===== src/sv/scc_pkg.sv =====
package scc_pkg;

  localparam int NUM_REGIONS = 7;
  localparam int MAX_SAMPLES = 256;

  localparam int NUM_CH     = 3;
  localparam int CH_W       = 8;
  localparam int REG_W      = 3;
  localparam int BIN_W      = CH_W;
  localparam int HIST_DEPTH = 2 ** BIN_W;
  localparam int WALK_W     = BIN_W + 1;
  localparam int CNT_W      = $clog2(MAX_SAMPLES + 1);

  localparam int Q_DEPTH = 4;
  localparam int Q_PTR_W = $clog2(Q_DEPTH);
  localparam int Q_CNT_W = Q_PTR_W + 1;

  // configuration port
  localparam int NUM_CFG  = 6;
  localparam int ADDR_W   = 5;
  localparam int DATA_W   = 32;
  localparam int CFG_IDX_W = ADDR_W - 2;

  localparam logic [CFG_IDX_W-1:0] REG_LOW_C0  = 3'd0;
  localparam logic [CFG_IDX_W-1:0] REG_LOW_C1  = 3'd1;
  localparam logic [CFG_IDX_W-1:0] REG_LOW_C2  = 3'd2;
  localparam logic [CFG_IDX_W-1:0] REG_HIGH_C0 = 3'd3;
  localparam logic [CFG_IDX_W-1:0] REG_HIGH_C1 = 3'd4;
  localparam logic [CFG_IDX_W-1:0] REG_HIGH_C2 = 3'd5;

  localparam logic [NUM_CH-1:0][CH_W-1:0] LOW_MARGIN_RST  = {8'd20, 8'd30, 8'd20};
  localparam logic [NUM_CH-1:0][CH_W-1:0] HIGH_MARGIN_RST = {8'd80, 8'd40, 8'd20};

  // input op and result kind codes
  localparam logic OP_CALIB    = 1'b0;
  localparam logic OP_CLASSIFY = 1'b1;
  localparam logic RES_MASK    = 1'b0;
  localparam logic RES_MEDIAN  = 1'b1;

  typedef enum logic [1:0] {
    CMD_CLASSIFY,
    CMD_SAMPLE,
    CMD_FINISH
  } cmd_e;

  typedef enum logic [2:0] {
    BK_CLEAR,
    BK_IDLE,
    BK_INC,
    BK_WALK,
    BK_DONE
  } back_state_e;

  typedef struct packed {
    cmd_e                           kind;
    logic [REG_W-1:0]               region;
    logic [NUM_CH-1:0][CH_W-1:0]    px;
  } scc_cmd_t;

  typedef struct packed {
    logic [NUM_CH-1:0][CH_W-1:0] lo;
    logic [NUM_CH-1:0][CH_W-1:0] hi;
  } scc_margin_t;

  typedef struct packed {
    logic                        kind;
    logic                        mask;
    logic [NUM_CH-1:0][CH_W-1:0] med;
  } scc_res_t;

  // px inside [med - lo, med + hi], clamped to the 8-bit range
  function automatic logic in_box(input logic [NUM_CH-1:0][CH_W-1:0] med,
                                  input scc_margin_t mg,
                                  input logic [NUM_CH-1:0][CH_W-1:0] px);
    logic ok;
    logic [CH_W:0] px_lo;
    logic [CH_W:0] up;
    ok = 1'b1;
    for (int c = 0; c < NUM_CH; c++) begin
      px_lo = {1'b0, px[c]} + {1'b0, mg.lo[c]};
      up    = {1'b0, med[c]} + {1'b0, mg.hi[c]};
      if (px_lo < {1'b0, med[c]}) ok = 1'b0;
      if ({1'b0, px[c]} > up) ok = 1'b0;
    end
    return ok;
  endfunction

endpackage


===== src/sv/scc_queue.sv =====
module scc_queue import scc_pkg::*; (
  input  logic     clk_i,
  input  logic     rst_ni,
  input  logic     push_i,
  input  scc_cmd_t data_i,
  output logic     full_o,
  input  logic     pop_i,
  output logic     valid_o,
  output scc_cmd_t head_o
);

  scc_cmd_t             slots_q [Q_DEPTH];
  logic [Q_PTR_W-1:0]   wr_ptr_q, rd_ptr_q;
  logic [Q_CNT_W-1:0]   cnt_q;

  assign full_o  = (cnt_q == Q_CNT_W'(Q_DEPTH));
  assign valid_o = (cnt_q != '0);
  assign head_o  = slots_q[rd_ptr_q];

  always_ff @(posedge clk_i or negedge rst_ni) begin
    if (!rst_ni) begin
      wr_ptr_q <= '0;
      rd_ptr_q <= '0;
      cnt_q    <= '0;
    end else begin
      if (push_i) wr_ptr_q <= wr_ptr_q + 1'b1;
      if (pop_i) rd_ptr_q <= rd_ptr_q + 1'b1;
      if (push_i && !pop_i) cnt_q <= cnt_q + 1'b1;
      else if (pop_i && !push_i) cnt_q <= cnt_q - 1'b1;
    end
  end

  always_ff @(posedge clk_i) begin
    if (push_i) slots_q[wr_ptr_q] <= data_i;
  end

endmodule


===== config.mk =====
export PLATFORM = sky130hd
export DESIGN_NAME = scc_queue
export DESIGN_NICKNAME = d
export VERILOG_FILES = /design/src/sv/scc_pkg.sv /design/src/sv/scc_queue.sv
export SDC_FILE = /design/constraint.sdc
export NUM_CORES = 1
export LEC_CHECK = 0
export BUFFER_PORTS_ARGS = -buffer_cell sky130_fd_sc_hd__buf_2
export CORE_ASPECT_RATIO = 1.1
export CORE_MARGIN = 4
export CORE_UTILIZATION = 45
export DETAILED_ROUTE_END_ITERATION = 12
export PLACE_DENSITY_LB_ADDON = 0.05
export RECOVER_POWER = 50
export SYNTH_ARGS = -nofsm -noshare
export SYNTH_HDL_FRONTEND = slang
export SYNTH_SLANG_ARGS = --single-unit

===== constraint.sdc =====
create_clock -name clk_i -period 3.4 [get_ports clk_i]
set_input_delay 0.34 -clock clk_i [delete_from_list [all_inputs] [get_ports clk_i]]
set_output_delay 0.34 -clock clk_i [all_outputs]
set_load 0.02 [all_outputs]

==> flow_summary.json, run 1 <==
{
  "status": "finished, violations left",
  "violations": "capacitance limit, slew limit",
  "antenna_found_initial": 0,
  "seq_area_sq_um": 3660,
  "initial_core_util_pct": 46.3,
  "n_fill_cell": 761,
  "ctsResizeCount": 0,
  "grt-ovfl-total": 0,
  "p_per_area_nw_per_um2": 973,
  "final_util_pct": 57.0,
  "yosysUniqueCellTypes": 19,
  "grt_pass1_vias": 2255,
  "p_leak_nw": 1.94,
  "slew_viol_final": 30,
  "netlist_area_sq_um": 4580,
  "place_area_sq_um": 5030,
  "grt_pass1_wl_microns": 12200,
  "htreeDepth": 4,
  "numCtsBuffers": 17,
  "ir_drop_v": 0.000428,
  "cts_tree": "done",
  "wl_microns": 7740,
  "fmax_mhz": 363,
  "port_buffers": 63,
  "avgViaCountPerCell": 5.21,
  "clk_latency_ns": 0.50,
  "final_cell_mix": "edfxtp_1 (116), buf_2 (33), clkbuf_1 (31)",
  "rsz0062_at_grt": "no",
  "crit_type": "flop to output pin",
  "path_clk_slew_ns": 0.05,
  "fin_cells": 398,
  "synth_cells": 185,
  "placedCellCount": 365,
  "drtAntennaViolNets": 0,
  "endpoint_kind": "output pin",
  "worstPathArrival_ns": 2.41,
  "multi_input_area_sq_um": 862,
  "die_w_microns": 104,
  "layout_commonest_cell": "edfxtp_1",
  "drt_iter0_drc": 113,
  "p_total_mw": 5.49,
  "final_design_area_no_fill_sq_um": 5640,
  "place_ws_ns": 1.35,
  "layout-drive-gt1-share_pct": 34.2,
  "yosys_warnings": 0,
  "syn-num-nets": 224,
  "fin_nets": 304,
  "fin_crit_sh_pct": 81.0,
  "avgRoutedWirePerCell_microns": 19.5,
  "ctsHoldBuffers": 1,
  "area_growth_pct": 23.1,
  "fin_skew_ns": 0.00527,
  "cp-start-kind": "flop",
  "antennaDiodeCount": 0,
  "die_h_microns": 114,
  "syn_avg_cell_area_sq_um": 24.8,
  "fp.coreArea_sq_um": 9890,
  "clockBufferDepth": 2,
  "slew_headroom_pct": -45.0,
  "worst_slack_ns": 0.646,
  "min_path_type": "input pin to flop",
  "fin_setup_tns_ns": 0,
  "grt_max_degree": 30,
  "post_cts_buffers": 0,
  "gp_congestion": 0.666,
  "ios": 64,
  "floorplan.die_area_sq_um": 11900,
  "hold_ws_ns": 0.0600,
  "period_needed_ns": 2.75,
  "ys_seq_area_share_pct": 79.9,
  "finalHoldViolations": 0,
  "drc_errors": 0,
  "cp_max_fo": 13,
  "synth-seq-cells": 123,
  "track_usage_pct": 14.1,
  "tightest_slew_ns": 2.17,
  "row_count": 38,
  "clockRootBuffer": "clkbuf_8",
  "worstPathRequired_ns": 3.06,
  "drv_cap": 1,
  "firstDrtPassIters": 4,
  "via_count": 2075,
  "setup_viol": 0,
  "clkSinkCount": 123
}
-- kinds of logic (layout without fill, tap and decap cells) --
logic type | after synthesis | after routing | synth area share [%]
adder cells (fa/ha/maj) | 6 | 6 | 1.80
AND/OR/NAND/NOR | 9 | 9 | 1.09
flip-flops | 123 | 123 | 79.9
buffers and inverters | 10 | 103 | 1.37
XOR/XNOR | 6 | 6 | 1.15
multiplexers | 30 | 30 | 14.6
AO/OA/AOI/OAI | 1 | 1 | 0.109
-- registers in the layout, indices dropped and copies added, names as in the netlist --
register,cells
cnt_q,3
rd_ptr_q,2
slots_q,116
wr_ptr_q,2
-- area by class of cell --
type                       instances  area share [%]
tap                              120            2.66
multi-input combinational         52            15.3
timing repair buffer              67            5.50
clock buffer                      18            7.41
sequential                       123            64.9
clock inverter                    14            3.99
inverter                           4           0.266
-- power breakdown --
group / switching [mW] / internal [mW] / leakage, nW / total [mW]
Combinational: 0.816 / 0.600 / 0.485 / 1.42
Clock: 0.606 / 1.33 / 0.309 / 1.93
Sequential: 0.138 / 2.00 / 1.15 / 2.14
Total: 1.56 / 3.93 / 1.94 / 5.49
-- Yosys cell counts --
cell type	n	area, sq um
buf_6	3	33.8
nor2_1	1	3.75
dfrtp_1	7	175
mux4_2	28	631
inv_1	4	15.0
nor3b_1	1	7.51
mux2_2	1	11.3
o21ai_0	1	5.00
ha_1	5	62.6
nand2_1	2	7.51
buf_2	2	10.0
fa_1	1	20.0
and2_1	4	25.0
clkbuf_1	1	3.75
xor2_1	4	35.0
mux4_1	1	26.3
edfxtp_1	116	3480
or3_1	1	6.26
xnor2_1	2	17.5
-- worst paths after layout --
path / end / depth (start not counted) / start / slack, ns
hold reg to reg: cnt_q[2] / 1 / cnt_q[2] / 0.48
setup / recovery: head_o[24] / 3 / rd_ptr_q[0] / 0.65
setup reg to reg: slots_q[3][11] / 2 / wr_ptr_q[0] / 0.80
max in group asynchronous: rd_ptr_q[0] / 2 / rst_ni / 2.85
min in group asynchronous: wr_ptr_q[0] / 2 / rst_ni / 0.27
hold / removal: rd_ptr_q[0] / 2 / pop_i / 0.06
-- layer usage --
layer	vias up	GRT usage, %	wire length [microns]
li1	930	-	-
met1	1072	16.9	3320
met2	56	23.8	3930
met3	17	4.41	365
met4	0	6.12	128
met5	-	0	0
-- worst max-delay path: stages (launching register included) --
cell,delay (ns)
dfrtp_1,0.81
buf_4,0.35
mux4_1,0.58
buf_2,0.17
(Power assumes the default switching activity.)
==> run 2: changes to the inputs <==
==> constraint.sdc (replaced) <==
create_clock -name clk_i -period 2.2 [get_ports clk_i]
set_input_delay 0.22 -clock clk_i [delete_from_list [all_inputs] [get_ports clk_i]]
set_output_delay 0.22 -clock clk_i [all_outputs]
set_load 0.02 [all_outputs]
==> run 2 against run 1 <==
  * The flow now finishes without violations
  * Highest routed layer unchanged
  * Flip-flop and latch count did not move
  * Via count rose by 7.1%
  * Register-to-register slack got worse by 0.43 ns
==> flow_summary.json, run 2 (same netlist as run 1, synthesis figures left out) <==
{
  "status": "complete, no violations",
  "numCtsBuffers": 17,
  "fmax_mhz": 483,
  "finalHoldViolations": 0,
  "grt_max_degree": 27,
  "die_h_microns": 114,
  "fin_cells": 443,
  "cts_tree": "done",
  "setup_viol": 0,
  "cp_cell_sequence": "buf_12, buf_12, mux4_2, buf_2",
  "track_usage_pct": 14.5,
  "gp_congestion": 0.661,
  "firstDrtPassIters": 6,
  "fin_setup_tns_ns": 0,
  "p_leak_nw": 2.16,
  "worstPathArrival_ns": 1.85,
  "fp.coreArea_sq_um": 9890,
  "drc_errors": 0,
  "cp-start-kind": "flop",
  "via_count": 2222,
  "avgRoutedWirePerCell_microns": 17.7,
  "critPathMaxStageDelay_ns": 0.49,
  "ir_drop_v": 0.000658,
  "wl_microns": 7850,
  "multi_input_area_sq_um": 862,
  "avgViaCountPerCell": 5.02,
  "top_regs": "slots_q: 116 flops, cnt_q: 3 flops",
  "endpoint_kind": "output pin",
  "area_growth_pct": 34.1,
  "fin_crit_sh_pct": 94.1,
  "placedCellCount": 372,
  "ctsResizeCount": 0,
  "r2r_start": "wr_ptr_q[0]",
  "regToRegSetupSlack_ns": 0.37,
  "period_needed_ns": 2.07,
  "final_cell_mix": "edfxtp_1 (116), clkbuf_1 (33), dlygate4sd3_1 (32), buf_2 (32), mux4_2 (28)",
  "grt-ovfl-total": 0,
  "drt_iter0_drc": 101,
  "crit_buf_inv": 3,
  "antenna_found_initial": 0,
  "p_per_area_nw_per_um2": 1430,
  "tightest_slew_ns": 0.863,
  "grt_pass1_wl_microns": 12700,
  "seq_area_sq_um": 3660,
  "slew_headroom_pct": 42.5,
  "ios": 64,
  "clockBufferDepth": 2,
  "crit_type": "flop to output pin",
  "min_path_type": "input pin to async pin",
  "floorplan.die_area_sq_um": 11900,
  "grt_pass1_vias": 2402,
  "largest-register": "slots_q",
  "crit_top_cell": "buf_12",
  "drtAntennaViolNets": 0,
  "drv_cap": 0,
  "path_clk_slew_ns": 0.06,
  "die_w_microns": 104,
  "reg2reg_depth": 4,
  "htreeDepth": 4,
  "rr_endpoint": "slots_q[2][28]",
  "clkSinkCount": 123,
  "clockRootBuffer": "clkbuf_8",
  "worstPathRequired_ns": 1.98,
  "fin_skew_ns": 0.00861,
  "rsz0062_at_grt": "no",
  "row_count": 38,
  "fin_nets": 349,
  "layout_commonest_cell": "edfxtp_1",
  "antennaDiodeCount": 0,
  "port_buffers": 63,
  "slew_viol_final": 0,
  "slowest_stage": "mux4_2",
  "layout-drive-gt1-share_pct": 34.4,
  "initial_core_util_pct": 46.3,
  "n_fill_cell": 713,
  "clk_latency_ns": 0.50,
  "cp_max_fo": 6,
  "hpwlAfterDp_microns": 4790,
  "largest_reg_flops": 116,
  "critical_path.top_delay_family": "multiplexers"
}
## run 2: worst register-to-register path: cells and delay by family, from the launching register on
| family | cells | cell delay, ns |
|---|---|---|
| adders and majority gates | 1 | 0.13 |
| buffers and inverters | 2 | 0.75 |
| DFF | 1 | 0.42 |
| and+or+nand+nor | 1 | 0.13 |
## run 2: through the flow
step	hold slack [ns]	setup WS [ns]	utilization [%]	cell area (sq um)	total power, mW
final	0.155	0.129	62.1	6140	8.77
after detailed placement	0.0685	0.484	52.1	5150	5.79
after global routing	0.183	0.0303	62.1	6140	9.20
after floorplan	-0.0756	0.468	-	4580	4.92
after CTS	0.0558	0.0438	61.9	6130	8.81
after global placement	0.0669	0.491	52.1	5150	5.77
## run 2: worst max-delay path by stage
| stage | start | to | slack, ns | cells past startpoint |
|---|---|---|---|---|
| floorplan | wr_ptr_q[0] | slots_q[0][0] | 0.47 | 3 |
| global placement | rd_ptr_q[0] | head_o[24] | 0.49 | 3 |
| detailed placement | rd_ptr_q[0] | head_o[24] | 0.48 | 3 |
| CTS | rd_ptr_q[0] | head_o[24] | 0.04 | 3 |
| global route | rd_ptr_q[0] | head_o[7] | 0.03 | 3 |
| finish | rd_ptr_q[0] | head_o[18] | 0.13 | 4 |
## run 2: report_power, final
part           internal (mW)  switching (mW)
registers               3.08           0.172
logic                   1.23            1.36
clock network           1.95           0.968
total                   6.26            2.50
## run 2: final cells by class
type / count / area share (%)
Multi-Input combinational cell: 52 / 14.0
Clock buffer: 17 / 6.74
Timing Repair Buffer: 112 / 13.3
Clock inverter: 15 / 3.63
Sequential cell: 123 / 59.6
Tap cell: 120 / 2.44
Inverter: 4 / 0.244
## run 2: routing by layer
metal	global-route usage (%)	vias to the layer above	wire length (microns)
met5	0	-	0
met4	6.38	0	109
met1	17.3	1115	3250
met2	24.4	68	4120
li1	-	1028	-
met3	4.75	11	367
## run 2: what timing repair did
action                                 in CTS  in global routing
hold buffers                               32                  0
pin swaps                                   0                  0
buffers inserted                            2                  5
setup endpoints to repair                   1                  1
endpoints found under the hold margin     127                  0
gates cloned                                0                  0
